File: config.mk
export PLATFORM = sky130hd
export DESIGN_NAME = ptc_scale
export DESIGN_NICKNAME = d
export VERILOG_FILES = /design/src/design/ptc_pkg.sv /design/src/design/ptc_scale.sv
export SDC_FILE = /design/constraint.sdc
export NUM_CORES = 1
export LEC_CHECK = 0
export ABC_AREA = 1
export ABC_CLOCK_PERIOD_IN_PS = 11000
export BUFFER_PORTS_ARGS = -buffer_cell sky130_fd_sc_hd__buf_4
export CAP_MARGIN = 20
export CORE_MARGIN = 2
export CORE_UTILIZATION = 39
export DETAILED_ROUTE_END_ITERATION = 10
export SYNTH_ARGS = -nofsm -noshare
export SYNTH_HDL_FRONTEND = slang
export SYNTH_SLANG_ARGS = --single-unit
File: constraint.sdc
create_clock -name i_clk -period 11 [get_ports i_clk]
set_clock_uncertainty 0.1 [all_clocks]
set_input_delay 0.55 -clock i_clk [delete_from_list [all_inputs] [get_ports i_clk]]
set_output_delay 0.55 -clock i_clk [all_outputs]
set_load 0.01 [all_outputs]
File: src/design/ptc_pkg.sv
// ---------------------------------------------------------------------------
// ptc_pkg
// Types and constants of the pressure and temperature compensation unit.
// ---------------------------------------------------------------------------
`default_nettype none

package ptc_pkg;

    localparam int CFG_INDEX_W = 3;
    localparam int CFG_DATA_W  = 24;

    // Configuration register indexes.
    localparam logic [CFG_INDEX_W-1:0] REG_TEMP_COEF       = 3'd0;
    localparam logic [CFG_INDEX_W-1:0] REG_PRESS_OFFSET    = 3'd1;
    localparam logic [CFG_INDEX_W-1:0] REG_PRESS_LINEAR    = 3'd2;
    localparam logic [CFG_INDEX_W-1:0] REG_PRESS_QUADRATIC = 3'd3;
    localparam logic [CFG_INDEX_W-1:0] REG_PRESS_CUBIC     = 3'd4;
    localparam logic [CFG_INDEX_W-1:0] REG_TEMP_CROSS      = 3'd5;
    localparam logic [CFG_INDEX_W-1:0] REG_CROSS_LINEAR    = 3'd6;
    localparam logic [CFG_INDEX_W-1:0] REG_CROSS_QUADRATIC = 3'd7;

    // Fallback calibration values loaded at reset.
    localparam logic        [23:0] RST_TEMP_COEF       = 24'd843518;
    localparam logic signed [19:0] RST_PRESS_OFFSET    = 20'sd81507;
    localparam logic signed [19:0] RST_PRESS_LINEAR    = -20'sd66011;
    localparam logic signed [15:0] RST_PRESS_QUADRATIC = -16'sd13579;
    localparam logic signed [15:0] RST_PRESS_CUBIC     = -16'sd2154;
    localparam logic signed [15:0] RST_TEMP_CROSS      = -16'sd2115;
    localparam logic signed [15:0] RST_CROSS_LINEAR    = 16'sd1585;
    localparam logic signed [15:0] RST_CROSS_QUADRATIC = 16'sd117;

    // A reading is complete when the upper status nibble is all ones.
    localparam logic [3:0] STATUS_READY = 4'hF;

    // Pressure scale 1/1040384 = 1/(127 * 2^13). The quotient of the
    // division by 127 is found with a reciprocal floor(2^27 / 127).
    localparam logic [20:0] DIV_RECIP = 21'd1056832;
    localparam logic [7:0]  DIV_BASE  = 8'd127;
    localparam logic [26:0] DIV_BIAS  = 27'd63;

    // Depth of the output buffer.
    localparam int BUF_DEPTH = 2;

    typedef struct packed {
        logic [7:0]  status_byte;
        logic [23:0] raw_pressure;
        logic [23:0] raw_temperature;
    } t_in_item;

    typedef struct packed {
        logic signed [33:0] temperature_fixed;
        logic signed [39:0] pressure_fixed;
    } t_out_item;

    typedef struct packed {
        logic signed [11:0] c0;
        logic signed [11:0] c1;
        logic signed [19:0] c00;
        logic signed [19:0] c10;
        logic signed [15:0] c20;
        logic signed [15:0] c30;
        logic signed [15:0] c01;
        logic signed [15:0] c11;
        logic signed [15:0] c21;
    } t_coeffs;

    // Scaled readings handed from the front end to the polynomial stages.
    // ps is the pressure in Q30, t_fix the finished temperature.
    typedef struct packed {
        logic signed [23:0] traw;
        logic signed [34:0] ps;
        logic signed [33:0] t_fix;
    } t_scaled;

endpackage

`default_nettype wire

File: src/design/ptc_scale.sv
// ---------------------------------------------------------------------------
// ptc_scale
// Front end: status check, pressure scaling by 1/127 and temperature result.
// ---------------------------------------------------------------------------
`default_nettype none

module ptc_scale (
    input  logic              i_clk,
    input  logic              i_rst_n,
    input  logic              i_en,
    input  logic              i_valid,
    input  ptc_pkg::t_in_item i_item,
    input  ptc_pkg::t_coeffs  i_coef,
    output logic              o_valid,
    output ptc_pkg::t_scaled  o_item
);
    import ptc_pkg::*;

    // Stage 1 ---------------------------------------------------------------
    logic               n_s1_valid;
    logic               n_s1_neg;
    logic        [23:0] n_s1_mag;
    logic        [26:0] n_s1_x;
    logic        [47:0] n_s1_divp;
    logic signed [23:0] w_traw;
    logic signed [35:0] w_c1t;
    logic signed [36:0] n_s1_tsum;

    logic               r_s1_valid;
    logic               r_s1_neg;
    logic        [23:0] r_s1_mag;
    logic        [26:0] r_s1_x;
    logic        [47:0] r_s1_divp;
    logic signed [23:0] r_s1_traw;
    logic signed [36:0] r_s1_tsum;

    // Stage 2 ---------------------------------------------------------------
    logic        [20:0] w_q0;
    logic        [27:0] w_rem;
    logic        [20:0] n_s2_qd;
    logic signed [36:0] w_tround;
    logic signed [33:0] n_s2_tfix;

    logic               r_s2_valid;
    logic               r_s2_neg;
    logic        [23:0] r_s2_mag;
    logic        [20:0] r_s2_qd;
    logic signed [23:0] r_s2_traw;
    logic signed [33:0] r_s2_tfix;

    // Stage 3 ---------------------------------------------------------------
    logic        [33:0] w_pmag;
    logic signed [34:0] n_s3_ps;

    logic               r_s3_valid;
    logic signed [34:0] r_s3_ps;
    logic signed [23:0] r_s3_traw;
    logic signed [33:0] r_s3_tfix;

    // The pressure scale works on the magnitude m: with 2^17 = 1032*127 + 8,
    // round(m * 2^17 / 127) = 1032*m + floor((8*m + 63) / 127).
    always_comb begin
        n_s1_valid = i_valid && (i_item.status_byte[7:4] == STATUS_READY);
        n_s1_neg   = i_item.raw_pressure[23];
        n_s1_mag   = n_s1_neg ? (~i_item.raw_pressure + 24'd1) : i_item.raw_pressure;
        n_s1_x     = {n_s1_mag, 3'b000} + DIV_BIAS;
        n_s1_divp  = 48'(n_s1_x) * 48'(DIV_RECIP);
        w_traw     = $signed(i_item.raw_temperature);
        w_c1t      = i_coef.c1 * w_traw;
        n_s1_tsum  = 37'(w_c1t) + (37'(i_coef.c0) <<< 18);
    end

    // The reciprocal estimate is low by at most one; the remainder fixes it.
    always_comb begin
        w_q0      = r_s1_divp[47:27];
        w_rem     = {1'b0, r_s1_x} - ({w_q0, 7'd0} - {7'd0, w_q0});
        n_s2_qd   = w_q0 + {20'd0, (w_rem >= {20'd0, DIV_BASE})};
        // Round half away from zero on the division by 8.
        w_tround  = r_s1_tsum + (r_s1_tsum[36] ? 37'sd3 : 37'sd4);
        n_s2_tfix = w_tround[36:3];
    end

    always_comb begin
        w_pmag  = {r_s2_mag, 10'd0} + {7'd0, r_s2_mag, 3'd0} + {13'd0, r_s2_qd};
        n_s3_ps = r_s2_neg ? -$signed({1'b0, w_pmag}) : $signed({1'b0, w_pmag});
    end

    always_ff @(posedge i_clk) begin
        if (!i_rst_n) begin
            r_s1_valid <= 1'b0;
            r_s2_valid <= 1'b0;
            r_s3_valid <= 1'b0;
        end else if (i_en) begin
            r_s1_valid <= n_s1_valid;
            r_s2_valid <= r_s1_valid;
            r_s3_valid <= r_s2_valid;
        end
    end

    always_ff @(posedge i_clk) begin
        if (i_en) begin
            r_s1_neg  <= n_s1_neg;
            r_s1_mag  <= n_s1_mag;
            r_s1_x    <= n_s1_x;
            r_s1_divp <= n_s1_divp;
            r_s1_traw <= w_traw;
            r_s1_tsum <= n_s1_tsum;

            r_s2_neg  <= r_s1_neg;
            r_s2_mag  <= r_s1_mag;
            r_s2_qd   <= n_s2_qd;
            r_s2_traw <= r_s1_traw;
            r_s2_tfix <= n_s2_tfix;

            r_s3_ps   <= n_s3_ps;
            r_s3_traw <= r_s2_traw;
            r_s3_tfix <= r_s2_tfix;
        end
    end

    always_comb begin
        o_valid      = r_s3_valid;
        o_item.traw  = r_s3_traw;
        o_item.ps    = r_s3_ps;
        o_item.t_fix = r_s3_tfix;
    end

endmodule

`default_nettype wire

## Word-level counts from Yosys, hierarchy flattened

Index checks and enable logic that the tools add are counted.

| operators by class | value |
|---|---|
| muxes and demuxes | 3 |
| multipliers | 2 |
| $add $sub $neg | 10 |
| reductions and logical operators | 1 |
| order comparisons | 1 |
| bitwise gates (word level) | 1 |
| equality and inequality tests | 1 |

Operators by type and width:

| operator | count |
|---|---|
| multiplier 27 x 15 -> 42 bit (second input constant) | 1 |
| adder 36 x 30 -> 37 bit | 1 |
| adder 37 x 4 -> 37 bit | 1 |
| multiplier 12 x 24 -> 36 bit | 1 |
| negator 34 -> 35 bit | 1 |
| adder 34 x 21 -> 34 bit | 1 |
| adder 34 x 27 -> 34 bit | 1 |
| two-way mux 34 bit | 1 |
| >= comparator 28 x 7 -> 1 bit (second input constant) | 1 |
| subtractor 27 x 28 -> 28 bit | 1 |
| subtractor 28 x 21 -> 28 bit | 1 |
| adder 27 x 6 -> 27 bit (second input constant) | 1 |
| adder 24 x 1 -> 24 bit (second input constant) | 1 |
| two-way mux 24 bit | 1 |
| NOT 24 bit | 1 |
| adder 21 x 1 -> 21 bit | 1 |
| == test 4 bit (second input constant) | 1 |
| two-way mux 3 bit | 1 |
| logical AND 1 bit | 1 |

| storage, ports and cells | value |
|---|---|
| register bits | 355 |
| word-level logic and storage cells | 37 |
| output and inout bits | 94 |
| bits of input ports | 204 |

## Logic depth before layout (Yosys ltp)

| logic depth | value |
|---|---|
| depth after elaboration | 5 |
| gate-level depth with buffers | 35 |

## Worst setup path after synthesis

No wires, ideal clock.

| path | value |
|---|---|
| path kind | input to register |
| from | input i_coef[131] in the netlist's numbering |
| to | register r_s1_tsum[33] (data pin) |
| arrival time | 5.219 ns |
| setup slack | 5.416 ns |
| setup time | 0.265 ns |
| required time | 10.635 ns |
| buffers on the path | 1 |
| stages | 22 |
| cells stage by stage | inv_1 > clkbuf_1 > nor2_1 > fa_1 > inv_1 > fa_1 > inv_1 > fa_1 > fa_1 > inv_1 > fa_1 > inv_1 > ha_1 > nand2_1 > nor4_1 > nand3_1 > nand3_1 > nand2_1 > nand2_1 > a21oi_1 > o21ai_0 > xor2_1 |

| between the ends | value |
|---|---|
| longest elaborated chain between the ends | 2 |

Ends and longest elaborated chain:

| element | line | text |
|---|---|---|
| start, declared | ptc_scale.sv:13 | `input ptc_pkg::t_coeffs i_coef,` |
| multiplier 12 x 24 -> 36 bit | ptc_scale.sv:69 | `w_c1t = i_coef.c1 * w_traw;` |
| adder 36 x 30 -> 37 bit | ptc_scale.sv:70 | `n_s1_tsum = 37'(w_c1t) + (37'(i_coef.c0) <<< 18);` |
| named net n_s1_tsum[33] | ptc_scale.sv:27 | `logic signed [36:0] n_s1_tsum;` |
| end signal, assigned | ptc_scale.sv:107 | `r_s1_tsum <= n_s1_tsum;` |
| end, declared | ptc_scale.sv:35 | `logic signed [36:0] r_s1_tsum;` |

The timed path passes the listed nets, and every way through them passes these cells.
A chain may end at the register's enable or synchronous reset.

## Worst setup path in the final report

| path | value |
|---|---|
| from | input i_item[24] in the netlist's numbering |
| to | register r_s1_divp[44] (data pin) |

| between the ends | value |
|---|---|
| longest elaborated chain between the ends | 5 |

Ends and longest elaborated chain:

| element | line | text |
|---|---|---|
| start, declared | ptc_scale.sv:12 | `input ptc_pkg::t_in_item i_item,` |
| NOT 24 bit | ptc_scale.sv:65 | `n_s1_mag = n_s1_neg ? (~i_item.raw_pressure + 24'd1) : i_item.raw_pressure;` |
| adder 24 x 1 -> 24 bit | ptc_scale.sv:65 |  |
| two-way mux 24 bit | ptc_scale.sv:65 |  |
| named net n_s1_mag[1] | ptc_scale.sv:22 | `logic [23:0] n_s1_mag;` |
| adder 27 x 6 -> 27 bit | ptc_scale.sv:66 | `n_s1_x = {n_s1_mag, 3'b000} + DIV_BIAS;` |
| named net n_s1_x[17] | ptc_scale.sv:23 | `logic [26:0] n_s1_x;` |
| multiplier 27 x 15 -> 42 bit | ptc_scale.sv:67 | `n_s1_divp = 48'(n_s1_x) * 48'(DIV_RECIP);` |
| named net n_s1_divp[44] | ptc_scale.sv:24 | `logic [47:0] n_s1_divp;` |
| end signal, assigned | ptc_scale.sv:105 | `r_s1_divp <= n_s1_divp;` |
| end, declared | ptc_scale.sv:33 | `logic [47:0] r_s1_divp;` |

The timed path passes the listed nets, and every way through them passes these cells.

==> flow_summary.ini <==
[synthesis]
syn_nets = 4208
synth_edf_count = 328
synthAdderAreaFrac_pct = 31.3
synth.most_common_cell = nand2_1
synth_cell_types = 53
async_reset_ff_share_pct = 0
yosys_warnings = 0
synth_area_sq_mm = 0.0312
synth_compound_area_share_pct = 4.94
ys_seq_area_share_pct = 31.8
yosys.area.top_type_share_pct = 31.6
synth_commonest_cells = 761 x nand2_1, 697 x inv_1, 328 x edfxtp_1, 313 x fa_1, 278 x ha_1
synth_top_family_by_area = adder cells
muxShareOfSynthArea_pct = 0
synth_top_cell_by_area = edfxtp_1
synth_top_flop_cell = edfxtp_1
ys_seq_elements = 331
synth_cells = 3413
syn_avg_cell_area_sq_um = 9.13
yosys.area_share.simple_pct = 17.8
synth-xor-area-share_pct = 4.95
ys_top_cells_by_area = edfxtp_1 32%, fa_1 20%, ha_1 11%

[power_and_ir_drop]
power.share.switching_pct = 48.5
seq_power_share_pct = 20.7
power.leakage_nw = 17.0
clkPwrFrac_pct = 11.3
ir_worst_vdd_v = 0.000258
p_comb_share_pct = 68.1
cellPowerDensity_mw_per_mm2 = 301
intPower_w = 0.00538
power_switching_w = 0.00506

[critical_path]
crit_path_max_fanout = 6
reg2reg_from = r_s1_divp[27]
crit_required_ps = 11220
cp_num_buf_inv = 7
critPathLaunchType = input port
cp_common_cell = nand2_1
cp_slowest_stage_delay_ps = 560
cp.arrival_ps = 6480
cpMaxStageDelayCell = fa_1
cp-end-kind = flop
cp_top_family = adder cells
crit_type = in -> reg
startpoint = i_item[24]

[sta]
whs_ps = 74.0
layout_min_cycle_time_ps = 6260
fin_setup_tns_ps = 0
setup_viol = 0
drv_slew = 0
rsz0062_at_grt = no
period_share_pct = 56.9
fmaxAchievable_mhz = 160
tightest_slew_ps = 1040
finalHoldViolCount = 0
slew-limit-headroom_pct = 30.4

[clock_network]
cts_setup_buffers = 0
root_buffer = clkbuf_16
clk_pin_slew_ps = 60
cts_tree = done
cts.sinks = 331
cts-htree-levels = 2
insertion_delay_ps = 560
post_cts_resized = 0
clock_path_buffers = 3
cts_buffers = 37
hold_buffers = 0

[layout]
syn_to_final_growth_pct = 11.5
drive_gt1_share_pct = 9.34
nNetsFinal = 4367

[place]
dp_hpwl_mm = 60.0
portBuffers = 173
place_congestion = 0.961

[floorplan]
coreArea_sq_mm = 0.0790
die_area_sq_mm = 0.0822
start_util_pct = 39.5
die_width_um = 287
io_pins = 298
die_h_um = 287
core.rowCount = 103

[drt]
dr.first_iter.drc_count = 1216
avgViaCountPerCell = 4.83
ant_nets = 0
routed_wl_mm = 73.6
drt_first_pass_iters = 5
vias = 22400
route.detailed.drc = 0
wire_per_inst_um = 15.8

[min_path]
hp-class = in -> reg
min_from = i_item[24]

[grt]
grt_max_degree = 172
grt_pass1_wl_mm = 119
grt_pass1_vias = 22600
antenna_found_initial = 3
track_usage_pct = 18.2
grt_overflow = 0

[job]
maxCapViolCount = 0

[outcome]
run_status = finished clean
## area by class of cell
class	count	area (sq um)
clock inverter	20	178
clock buffer	45	956
sequential	331	9910
multi-input combinational	2314	18400
antenna	1	2.50
timing repair buffer	176	1340
tap	1050	1310
fill	7706	44300
inverter	712	2680
## logic make-up after synthesis
family / after synthesis
xor+xnor: 167
other cells: 1
buf+inv: 768
simple gates: 1273
compound gates: 282
flops: 331
fa+ha+maj: 591
## state kept, by name (all words and copies together), names as in the netlist
name and cells:
r_s1_mag 24, r_s1_divp 25, r_s1_x 20, r_s2_neg 1, r_s3_traw 24, r_s1_tsum 37
r_s1_valid 1, o_valid 1, r_s2_traw 24, r_s2_tfix 34, r_s2_mag 24, r_s3_ps 35
r_s1_traw 24, r_s2_qd 21, r_s1_neg 1, r_s2_valid 1, r_s3_tfix 34
## worst reg2reg max path, delay by kind of cell (launching register included)
family / cells / cell delay, ps
XOR/XNOR: 2 / 480
buffers and inverters: 4 / 410
flip-flops: 1 / 560
adder cells (fa/ha/maj): 4 / 1340
AND/OR/NAND/NOR: 13 / 2090
AO/OA/AOI/OAI: 3 / 640
## cell usage in the layout, fill, tap and decap left out, types with 13 or more instances in the layout
master | netlist | routed
a21oi_1 | 140 | 140
buf_4 | 1 | 174
clkbuf_16 | 0 | 37
edfxtp_1 | 328 | 328
fa_1 | 313 | 313
ha_1 | 278 | 278
inv_1 | 697 | 697
inv_2 | 14 | 14
nand2_1 | 761 | 761
nand2_2 | 17 | 17
nand3_1 | 109 | 109
nand4_1 | 51 | 51
nor2_1 | 210 | 210
nor2_2 | 16 | 16
nor3_1 | 32 | 32
nor3_2 | 13 | 13
o21ai_0 | 84 | 84
or2_2 | 14 | 14
xnor2_1 | 42 | 42
xor2_1 | 116 | 116
## path summary, 6_finish.rpt
path	endpoint	slack, ps	cells past startpoint
setup / recovery	r_s1_divp[44]	4740	33
hold / removal	r_s1_mag[0]	70	1
hold reg to reg	r_s3_traw[12]	310	0
setup reg to reg	r_s2_qd[19]	5210	26
## power groups by stage
stage	clock [W]	sequential [W]	combinational, W
6_report	0.00118	0.00216	0.00711
5_1_grt	0.00125	0.00219	0.00818
4_1_cts	0.00122	0.00216	0.00720
3_5_place_dp	0	0.00219	0.00716
3_3_place_gp	0	0.00218	0.00710
2_1_floorplan	0	0.00217	0.00529
## metal layers
layer	vias to the layer above	wire, um	track usage, %
li1	11100	-	-
met1	10700	33500	24.9
met2	523	34500	30.4
met3	95	3870	2.50
met4	4	1660	4.45
met5	-	21	0
## through the flow
step / setup slack, ps / instance area (sq um) / instances / util (%) / power [W]
finish: 4740 / 34700 / 4649 / 44.0 / 0.0104
global route: 4310 / 34700 / 4648 / 44.0 / 0.0116
CTS: 4770 / 34700 / 4648 / 44.0 / 0.0106
detailed placement: 4190 / 33600 / 4583 / 42.5 / 0.00934
global placement: 4200 / 33600 / 4583 / 42.5 / 0.00928
floorplan: 5420 / 31200 / 3413 / - / 0.00746
No activity file was read; power rests on OpenSTA's default activity.
