--- config.mk ---
export PLATFORM = sky130hd
export DESIGN_NAME = ptc_outbuf
export DESIGN_NICKNAME = d
export VERILOG_FILES = /design/src/design/ptc_pkg.sv /design/src/design/ptc_outbuf.sv
export SDC_FILE = /design/constraint.sdc
export NUM_CORES = 1
export LEC_CHECK = 0
export BUFFER_PORTS_ARGS = -buffer_cell sky130_fd_sc_hd__buf_2
export CAP_MARGIN = 0
export CORE_ASPECT_RATIO = 1.25
export CORE_MARGIN = 4
export CORE_UTILIZATION = 45
export CTS_BUF_LIST = sky130_fd_sc_hd__clkbuf_4 sky130_fd_sc_hd__clkbuf_8
export CTS_CLUSTER_SIZE = 8
export DETAILED_ROUTE_END_ITERATION = 10
export PLACE_DENSITY = 0.77
export SLEW_MARGIN = 20
export SYNTH_ARGS = -nofsm -noshare
export SYNTH_HDL_FRONTEND = slang
export SYNTH_SLANG_ARGS = --single-unit
--- constraint.sdc ---
create_clock -name i_clk -period 8.1 [get_ports i_clk]
set_clock_uncertainty 0.1 [all_clocks]
set_input_delay 0 -clock i_clk [delete_from_list [all_inputs] [get_ports i_clk]]
set_output_delay 0 -clock i_clk [all_outputs]
set_load 0.05 [all_outputs]
--- src/design/ptc_pkg.sv ---
// ---------------------------------------------------------------------------
// ptc_pkg
// Types and constants of the pressure and temperature compensation unit.
// ---------------------------------------------------------------------------
`default_nettype none

package ptc_pkg;

    localparam int CFG_INDEX_W = 3;
    localparam int CFG_DATA_W  = 24;

    // Configuration register indexes.
    localparam logic [CFG_INDEX_W-1:0] REG_TEMP_COEF       = 3'd0;
    localparam logic [CFG_INDEX_W-1:0] REG_PRESS_OFFSET    = 3'd1;
    localparam logic [CFG_INDEX_W-1:0] REG_PRESS_LINEAR    = 3'd2;
    localparam logic [CFG_INDEX_W-1:0] REG_PRESS_QUADRATIC = 3'd3;
    localparam logic [CFG_INDEX_W-1:0] REG_PRESS_CUBIC     = 3'd4;
    localparam logic [CFG_INDEX_W-1:0] REG_TEMP_CROSS      = 3'd5;
    localparam logic [CFG_INDEX_W-1:0] REG_CROSS_LINEAR    = 3'd6;
    localparam logic [CFG_INDEX_W-1:0] REG_CROSS_QUADRATIC = 3'd7;

    // Fallback calibration values loaded at reset.
    localparam logic        [23:0] RST_TEMP_COEF       = 24'd843518;
    localparam logic signed [19:0] RST_PRESS_OFFSET    = 20'sd81507;
    localparam logic signed [19:0] RST_PRESS_LINEAR    = -20'sd66011;
    localparam logic signed [15:0] RST_PRESS_QUADRATIC = -16'sd13579;
    localparam logic signed [15:0] RST_PRESS_CUBIC     = -16'sd2154;
    localparam logic signed [15:0] RST_TEMP_CROSS      = -16'sd2115;
    localparam logic signed [15:0] RST_CROSS_LINEAR    = 16'sd1585;
    localparam logic signed [15:0] RST_CROSS_QUADRATIC = 16'sd117;

    // A reading is complete when the upper status nibble is all ones.
    localparam logic [3:0] STATUS_READY = 4'hF;

    // Pressure scale 1/1040384 = 1/(127 * 2^13). The quotient of the
    // division by 127 is found with a reciprocal floor(2^27 / 127).
    localparam logic [20:0] DIV_RECIP = 21'd1056832;
    localparam logic [7:0]  DIV_BASE  = 8'd127;
    localparam logic [26:0] DIV_BIAS  = 27'd63;

    // Depth of the output buffer.
    localparam int BUF_DEPTH = 2;

    typedef struct packed {
        logic [7:0]  status_byte;
        logic [23:0] raw_pressure;
        logic [23:0] raw_temperature;
    } t_in_item;

    typedef struct packed {
        logic signed [33:0] temperature_fixed;
        logic signed [39:0] pressure_fixed;
    } t_out_item;

    typedef struct packed {
        logic signed [11:0] c0;
        logic signed [11:0] c1;
        logic signed [19:0] c00;
        logic signed [19:0] c10;
        logic signed [15:0] c20;
        logic signed [15:0] c30;
        logic signed [15:0] c01;
        logic signed [15:0] c11;
        logic signed [15:0] c21;
    } t_coeffs;

    // Scaled readings handed from the front end to the polynomial stages.
    // ps is the pressure in Q30, t_fix the finished temperature.
    typedef struct packed {
        logic signed [23:0] traw;
        logic signed [34:0] ps;
        logic signed [33:0] t_fix;
    } t_scaled;

endpackage

`default_nettype wire

--- src/design/ptc_outbuf.sv ---
// ---------------------------------------------------------------------------
// ptc_outbuf
// Two-entry result buffer between the pipeline and the output channel.
// ---------------------------------------------------------------------------
`default_nettype none

module ptc_outbuf (
    input  logic               i_clk,
    input  logic               i_rst_n,
    input  logic               i_push,
    input  ptc_pkg::t_out_item i_item,
    output logic               o_full,
    output logic               o_valid,
    input  logic               i_ready,
    output ptc_pkg::t_out_item o_item
);
    import ptc_pkg::*;

    localparam int PTR_W = $clog2(BUF_DEPTH);
    localparam int CNT_W = $clog2(BUF_DEPTH + 1);

    t_out_item        r_mem [BUF_DEPTH];
    logic [PTR_W-1:0] r_wr_ptr;
    logic [PTR_W-1:0] r_rd_ptr;
    logic [CNT_W-1:0] r_count;
    logic [CNT_W-1:0] n_count;
    logic             w_pop;

    assign w_pop   = o_valid && i_ready;
    assign o_valid = (r_count != '0);
    assign o_full  = (r_count == CNT_W'(BUF_DEPTH));
    assign o_item  = r_mem[r_rd_ptr];

    always_comb begin
        case ({i_push, w_pop})
            2'b10:   n_count = r_count + CNT_W'(1);
            2'b01:   n_count = r_count - CNT_W'(1);
            default: n_count = r_count;
        endcase
    end

    always_ff @(posedge i_clk) begin
        if (!i_rst_n) begin
            r_wr_ptr <= '0;
            r_rd_ptr <= '0;
            r_count  <= '0;
        end else begin
            if (i_push) begin
                r_wr_ptr <= r_wr_ptr + PTR_W'(1);
            end
            if (w_pop) begin
                r_rd_ptr <= r_rd_ptr + PTR_W'(1);
            end
            r_count <= n_count;
        end
    end

    always_ff @(posedge i_clk) begin
        if (i_push) begin
            r_mem[r_wr_ptr] <= i_item;
        end
    end

endmodule

`default_nettype wire

# After elaboration in Yosys (flattened, before gate mapping)
# Memory sizes are Yosys's and may differ from the RTL's. A register that Yosys moved wholly into a read port is not among the register bits.
# Index checks and enable logic that the tools add are counted.
# classes
n_mux	5
n_eq_ne	3
add_sub_neg	4
reduce_logical	3
# op_table
cell	n
2-bit equality test (second input constant)	2
1-bit two-way mux	4
2-bit one-hot mux with 2 select lines	1
2-bit nonzero test	2
1-bit adder (second input constant)	2
2-bit by 1-bit adder with 2-bit output (second input constant)	1
2-bit by 1-bit equality test with 1-bit output (second input constant)	1
2-bit by 1-bit subtractor with 2-bit output (second input constant)	1
1-bit logical AND	1
# totals
output_inout_bits	76
wordCells	19
input_bits	78
register_bits	4
mem_bits_rw	148
mem_count	1
# mem_list
memory	depth	word_bits	read_ports	rd_clocked_by_memory_dff	write_ports	line_no	rtl
r_mem	2	74	1	1	1	ptc_outbuf.sv:22	t_out_item r_mem [BUF_DEPTH];

# Logic depth before layout (Yosys ltp)
# Gate-level depths: netlist (run 1).
# logic_depth
ltp_word	4
mapped_depth	5
ltp_nobuf	5

# Least setup slack after synthesis (run 1)
# Ideal clock, no wire load.
# synth_timing
path_kind	reg-to-reg
start	register r_wr_ptr
end	memory r_mem[0][0] in the netlist's numbering, enable pin
setup_slack_ps	4068
arrival_ps	3422
synth_period_minus_slack_ps	4032
stages_incl_launch_ff	2
required_ps	7490
setup_time_ps	510
cell_sequence	dfxtp_1 nor2_1
# synth_lines
item	line_no	rtl
start: declaration	ptc_outbuf.sv:23	logic [PTR_W-1:0] r_wr_ptr;
start signal: assignment	ptc_outbuf.sv:49	r_wr_ptr <= r_wr_ptr + PTR_W'(1);
end: declaration	ptc_outbuf.sv:22	
# No word-level cell before the write port.

==> results of run 1 <==
-- worst register-to-register path, cell delays in order (launching register included) --
cell	delay (ns)
dfxtp_1	0.36
nor2_4	0.52
buf_4	0.68
-- report_power, final --
group          leakage (µW)  internal (µW)  switching (µW)
Sequential          0.00143            920            66.9
Combinational       0.00125            225             446
Clock              0.000188            284             283
Total               0.00287           1430             796
-- cell type report --
class,count,area share (%)
Tap cell,164,2.68
Inverter,1,0.0490
Clock inverter,13,1.91
Clock buffer,19,3.25
Timing Repair Buffer,231,20.2
Multi-Input combinational cell,91,12.6
Sequential cell,153,59.4
-- metrics by stage --
step                      power [µW]  hold slack [ns]  instances
final                           2220           0.0684        672
after global routing            2320           0.0697        672
after CTS                       2250           0.0174        672
after detailed placement        1650           0.0912        563
after global placement          1640           0.0876        563
after floorplan                 1520         -0.00113        253
-- routing by layer --
metal  vias up  track usage (%)
met2       101             29.3
met3        17             4.16
met1      1573             17.0
met4         0             7.16
li1       1478                -
met5         -                0
-- flip-flops by register name, summed over array words and instances, names as in the netlist, named ones only --
signal    flops
r_count       2
r_mem       148
r_rd_ptr      1
r_wr_ptr      1
-- Yosys cell counts, drive strengths merged --
cell type	number
edfxtp	148
and2b	1
xnor2	3
mux2	74
dfxtp	5
nor2	1
ha	1
o21a	2
o21ai	1
a21boi	1
nor2b	3
or2	1
and2	2
buf	8
inv	1
or3	1
-- worst max-delay path by stage --
stage	from	end	slack (ns)	depth (start not counted)
final	register	o_item[61]	5.88	2
after global routing	register	o_item[9]	5.78	2
after floorplan	r_wr_ptr	r_mem[0][0]	4.07	1
after detailed placement	r_wr_ptr	r_mem[0][38]	5.99	2
after CTS	register	o_item[13]	5.82	2
after global placement	r_wr_ptr	r_mem[0][41]	6.04	2
-- kinds of logic (layout without fill, tap and decap cells) --
group / after synthesis / in the layout / synth area share, %
AOI/OAI and AO/OA: 4 / 4 / 0.495
xor gates and xnor gates: 3 / 3 / 0.473
adders and majority gates: 1 / 1 / 0.225
DFF: 153 / 153 / 81.7
muxes: 74 / 74 / 15.0
buffers and inverters: 9 / 264 / 1.06
and+or+nand+nor: 9 / 9 / 1.01
-- what timing repair did --
| item | CTS | global route |
|---|---|---|
| hold buffers | 77 | 0 |
| resized for setup | 0 | 0 |
| hold endpoints to repair | 153 | 0 |
==> results.py, run 1 <==
metrics = {
    "synth": {
        "synthTopCellsByArea": "edfxtp_1 80%, mux2_2 15%, dfxtp_1 1.8%, buf_4 0.81%, xnor2_1 0.47%",
        "yosysUniqueCellTypes": 17,
        "yosysWarningCount": 0,
        "syn_nets": 332,
        "synthCells": 253,
        "synth_area_mm2": 0.00556,
        "yosysTopAreaCell": "edfxtp_1",
        "synth_seq_cells": 153,
        "yosysTopAreaCellShare_pct": 79.9,
        "synth-seq-area-share_pct": 81.7,
        "syn_area_per_cell_um2": 22.0,
    },
    "global_routing": {
        "track_usage_pct": 16.0,
        "grt_pass1_vias": 3503,
        "antenna_found_initial": 0,
        "grt_pass1_wl_mm": 17.4,
        "grt_max_degree": 75,
        "overflow": 0,
    },
    "cts": {
        "cts_setup_buffers": 0,
        "cts_buffer_depth": 2,
        "cts.sinks": 153,
        "clock_latency_ns": 0.42,
        "clkTransAtPathRegs_ns": 0.08,
        "numCtsBuffers": 17,
        "clk_root_buffer_cell": "clkbuf_8",
        "htreeDepth": 4,
        "cts_tree": "built",
    },
    "final_layout": {
        "final_util_pct": 63.3,
        "num-nets-final": 574,
        "finalInstanceArea_mm2": 0.00766,
        "final_common_cell": "buf_2",
        "seqCellArea_mm2": 0.00455,
        "antennaDiodeCount": 0,
        "multi_input_area_um2": 966,
        "most-common-layout-cells": "153 x buf_2, 148 x edfxtp_1, 77 x dlygate4sd3_1",
        "drive_gt1_share_pct": 52.0,
        "fill_cells": 869,
        "area_growth_pct": 37.8,
    },
    "worst_setup_path": {
        "cpPeakStageDelay_ns": 1.00,
        "crit_buf_inv": 1,
        "r2r_cells": 2,
        "cp.required_ns": 8.00,
        "rrSetupSlack_ns": 6.02,
        "start_kind": "register",
        "path_cells": "mux2_2 -> buf_2",
        "arrival_ns": 2.12,
        "crit_fanout": 74,
        "endpoint_kind": "primary output",
        "r2r_start": "r_wr_ptr",
        "r2r_end": "r_mem[0][16]",
        "critPathTopFamily": "flip-flops",
        "crit_type": "reg2out",
        "crit_slowest_cell": "dfxtp_4",
    },
    "power": {
        "power_density_mw_per_mm2": 290,
        "ir_worst_vdd_uv": 159,
        "leakagePower_uw": 0.00287,
    },
    "detailed_routing": {
        "drt_first_pass_iters": 4,
        "wl_met1_mm": 4.18,
        "avgViaCountPerCell": 4.72,
        "drt_wl_total_mm": 10.9,
        "dr_total_vias": 3169,
        "drt-initial-drc-count": 128,
        "top_layer": "met4",
        "wl_met3_um": 575,
        "wl_met2_mm": 5.99,
        "ant_nets": 0,
        "drc": 0,
        "wl_per_cell_um": 16.3,
    },
    "timing": {
        "fin_crit_ns": 2.22,
        "relSlewSlack_pct": 31.2,
        "finalCritPeriodShare_pct": 27.4,
        "grt_setup_unrepaired": "false",
        "setup_tns_ns": 0,
        "final-hold-violation-count": 0,
        "setup_ws_ns": 5.88,
        "fmax_mhz": 451,
        "setup_viol": 0,
        "max_slew.worst_pin.slew_ns": 1.03,
        "slew_violations": 0,
    },
    "worst_hold_path": {
        "min-delay-start": "i_push",
        "hold_end": "r_mem[0][73]",
        "min_path_type": "in2reg",
        "hold_path_depth": 3,
    },
    "floorplanning": {
        "rows": 45,
        "die_x_um": 107,
        "die_area_mm2": 0.0142,
        "initial_core_util_pct": 45.9,
        "core_mm2": 0.0121,
        "io_pins": 154,
        "die_h_um": 132,
    },
    "place": {
        "portBuffers": 153,
        "dpl_worst_slack_ns": 5.99,
        "gp_congestion": 0.678,
        "place_hpwl_mm": 6.32,
        "place_area_mm2": 0.00650,
    },
    "job": {
        "maxCapViolations": 0,
    },
    "status": {
        "status": "completed",
    },
}
Power figures use the tool's default switching activity.
==> inputs of run 2 (changes only) <==
Settings changed: PLACE_DENSITY 0.77 to 0.8.
Clock period 8.1 ns to 1.9 ns, I/O delays scaled along.
==> run 2 against run 1 <==
Power grew to 4.4 times the previous value. Non-clock buffer count is 3 higher. Clock-buffer cell count stayed put. Sequential share of layout area is 0.78 points lower. Cell count is 0.60% higher. Cell area is 1.4% higher. Critical endpoint is now o_item[58].
==> results.py, run 2 (same netlist as run 1, synthesis figures left out) <==
metrics = {
    "status": {
        "status": "completed",
    },
    "floorplanning": {
        "die_x_um": 107,
        "initial_core_util_pct": 45.9,
        "die_area_mm2": 0.0142,
        "core_mm2": 0.0121,
        "rows": 45,
        "io_pins": 154,
        "die_h_um": 132,
    },
    "power": {
        "power_uw": 9680,
        "ir_worst_vdd_uv": 865,
        "power_density_mw_per_mm2": 1250,
        "leakagePower_uw": 0.00293,
        "netSwitchingFraction_pct": 34.9,
        "p_sw_uw": 3380,
        "pwr-share-clk_pct": 26.2,
        "intPower_uw": 6300,
        "pwr-share-comb_pct": 32.5,
        "seq_power_share_pct": 41.3,
    },
    "final_layout": {
        "instances_no_fill": 676,
        "largest_reg_flops": 148,
        "num-nets-final": 577,
        "area_growth_pct": 39.7,
        "fill_cells": 836,
        "top_register": "r_mem",
        "reg_top3": "r_mem: 148 flops, r_count: 2 flops",
        "drive_gt1_share_pct": 52.6,
        "final_common_cell": "buf_2",
        "most-common-layout-cells": "153 x buf_2, 148 x edfxtp_1, 77 x dlygate4sd3_1",
    },
    "global_routing": {
        "track_usage_pct": 15.8,
        "grt_max_degree": 76,
        "grt_pass1_vias": 3527,
        "overflow": 0,
        "grt_pass1_wl_mm": 17.3,
        "antenna_found_initial": 1,
    },
    "timing": {
        "whs_ns": 0.0887,
        "final-hold-violation-count": 0,
        "grt_setup_unrepaired": "false",
        "max_slew.worst_pin.slew_ns": 0.445,
        "slew_violations": 0,
        "finalCritPeriodShare_pct": 92.4,
        "fmax_mhz": 570,
        "setup_tns_ns": 0,
        "setup_viol": 0,
        "fin_crit_ns": 1.76,
        "relSlewSlack_pct": 70.4,
    },
    "place": {
        "place_hpwl_mm": 6.34,
        "portBuffers": 153,
        "gp_congestion": 0.667,
        "placed_cells": 566,
    },
    "cts": {
        "clk_root_buffer_cell": "clkbuf_8",
        "cts_buffer_depth": 2,
        "numCtsBuffers": 17,
        "cts_tree": "built",
        "cts.sinks": 153,
        "clock_latency_ns": 0.42,
        "holdBufCountCts": 77,
        "cts_setup_buffers": 0,
        "post_cts_resize_count": 0,
        "clkTransAtPathRegs_ns": 0.08,
        "htreeDepth": 4,
    },
    "worst_setup_path": {
        "crit_fanout": 40,
        "critPathTopFamily": "buffers and inverters",
        "cpPeakStageDelay_ns": 0.38,
        "endpoint_kind": "primary output",
        "arrival_ns": 1.66,
        "crit_type": "reg2out",
        "crit_slowest_cell": "dfxtp_4",
        "path_cells": "buf_12 -> mux2_2 -> buf_2",
        "cp.required_ns": 1.80,
        "start_kind": "register",
        "crit_buf_inv": 2,
    },
    "detailed_routing": {
        "drt-initial-drc-count": 107,
        "wl_per_cell_um": 15.9,
        "drt_first_pass_iters": 5,
        "avgViaCountPerCell": 4.66,
        "drt_wl_total_mm": 10.7,
        "dr_total_vias": 3152,
        "ant_nets": 0,
        "drc": 0,
    },
    "worst_hold_path": {
        "min_path_type": "in2reg",
    },
    "job": {
        "maxCapViolations": 0,
    },
}
==> run 2: cell types whose count changed in the layout (fill, tap and decap cells not counted), sizes merged <==
cell,previous run,this run
bufinv,2,3
buf,154,157
clkinvlp,4,2
diode,0,1
clkinv,4,5
==> run 2: power groups by stage <==
stage | registers [µW] | clock network, µW | logic, µW
after floorplan | 4040 | 0 | 2440
after global placement | 4060 | 0 | 3000
after detailed placement | 4070 | 0 | 3030
after CTS | 4000 | 2630 | 3160
after global routing | 4010 | 2770 | 3300
final | 4000 | 2540 | 3140
==> run 2: stage by stage <==
stage	area (µm²)	worst slack, ns	utilization (%)
detailed placement	6570	0.382	54.3
global placement	6570	0.415	54.3
finish	7770	0.144	64.2
global route	7770	0.0608	64.2
floorplan	5570	-0.0273	-
CTS	7760	0.101	64.1
==> run 2: area by class of cell <==
cell class                 count  area [µm²]  area share, %
antenna                        1        2.50         0.0322
inverter                       1        3.75         0.0483
timing repair buffer         234        1620           20.8
tap                          164         205           2.64
clock buffer                  19         255           3.29
clock inverter                13         168           2.16
multi-input combinational     91         966           12.4
sequential                   153        4550           58.6
==> run 2: metal layers <==
metal  global-route usage (%)  up-vias  wire, µm
li1                         -     1490         -
met2                     28.8      101      6020
met1                     16.9     1549      3940
met3                     5.24       12       640
met4                     5.68        0       137
met5                        0        -         0
==> run 2: worst min-delay path, stage by stage <==
cell and delay [ns]:
buf_2 0.11, inv_1 0.11, ha_1 0.19, or3_1 0.11, a21boi_1 0.05
==> run 2: worst paths after layout <==
kind / slack, ns / start / to / cells past startpoint
min: 0.09 / i_push / r_count[1] / 5
max: 0.14 / register / o_item[58] / 3
max reg2reg: 0.21 / r_wr_ptr / r_wr_ptr / 4
min reg2reg: 0.43 / r_count[1] / r_count[1] / 2
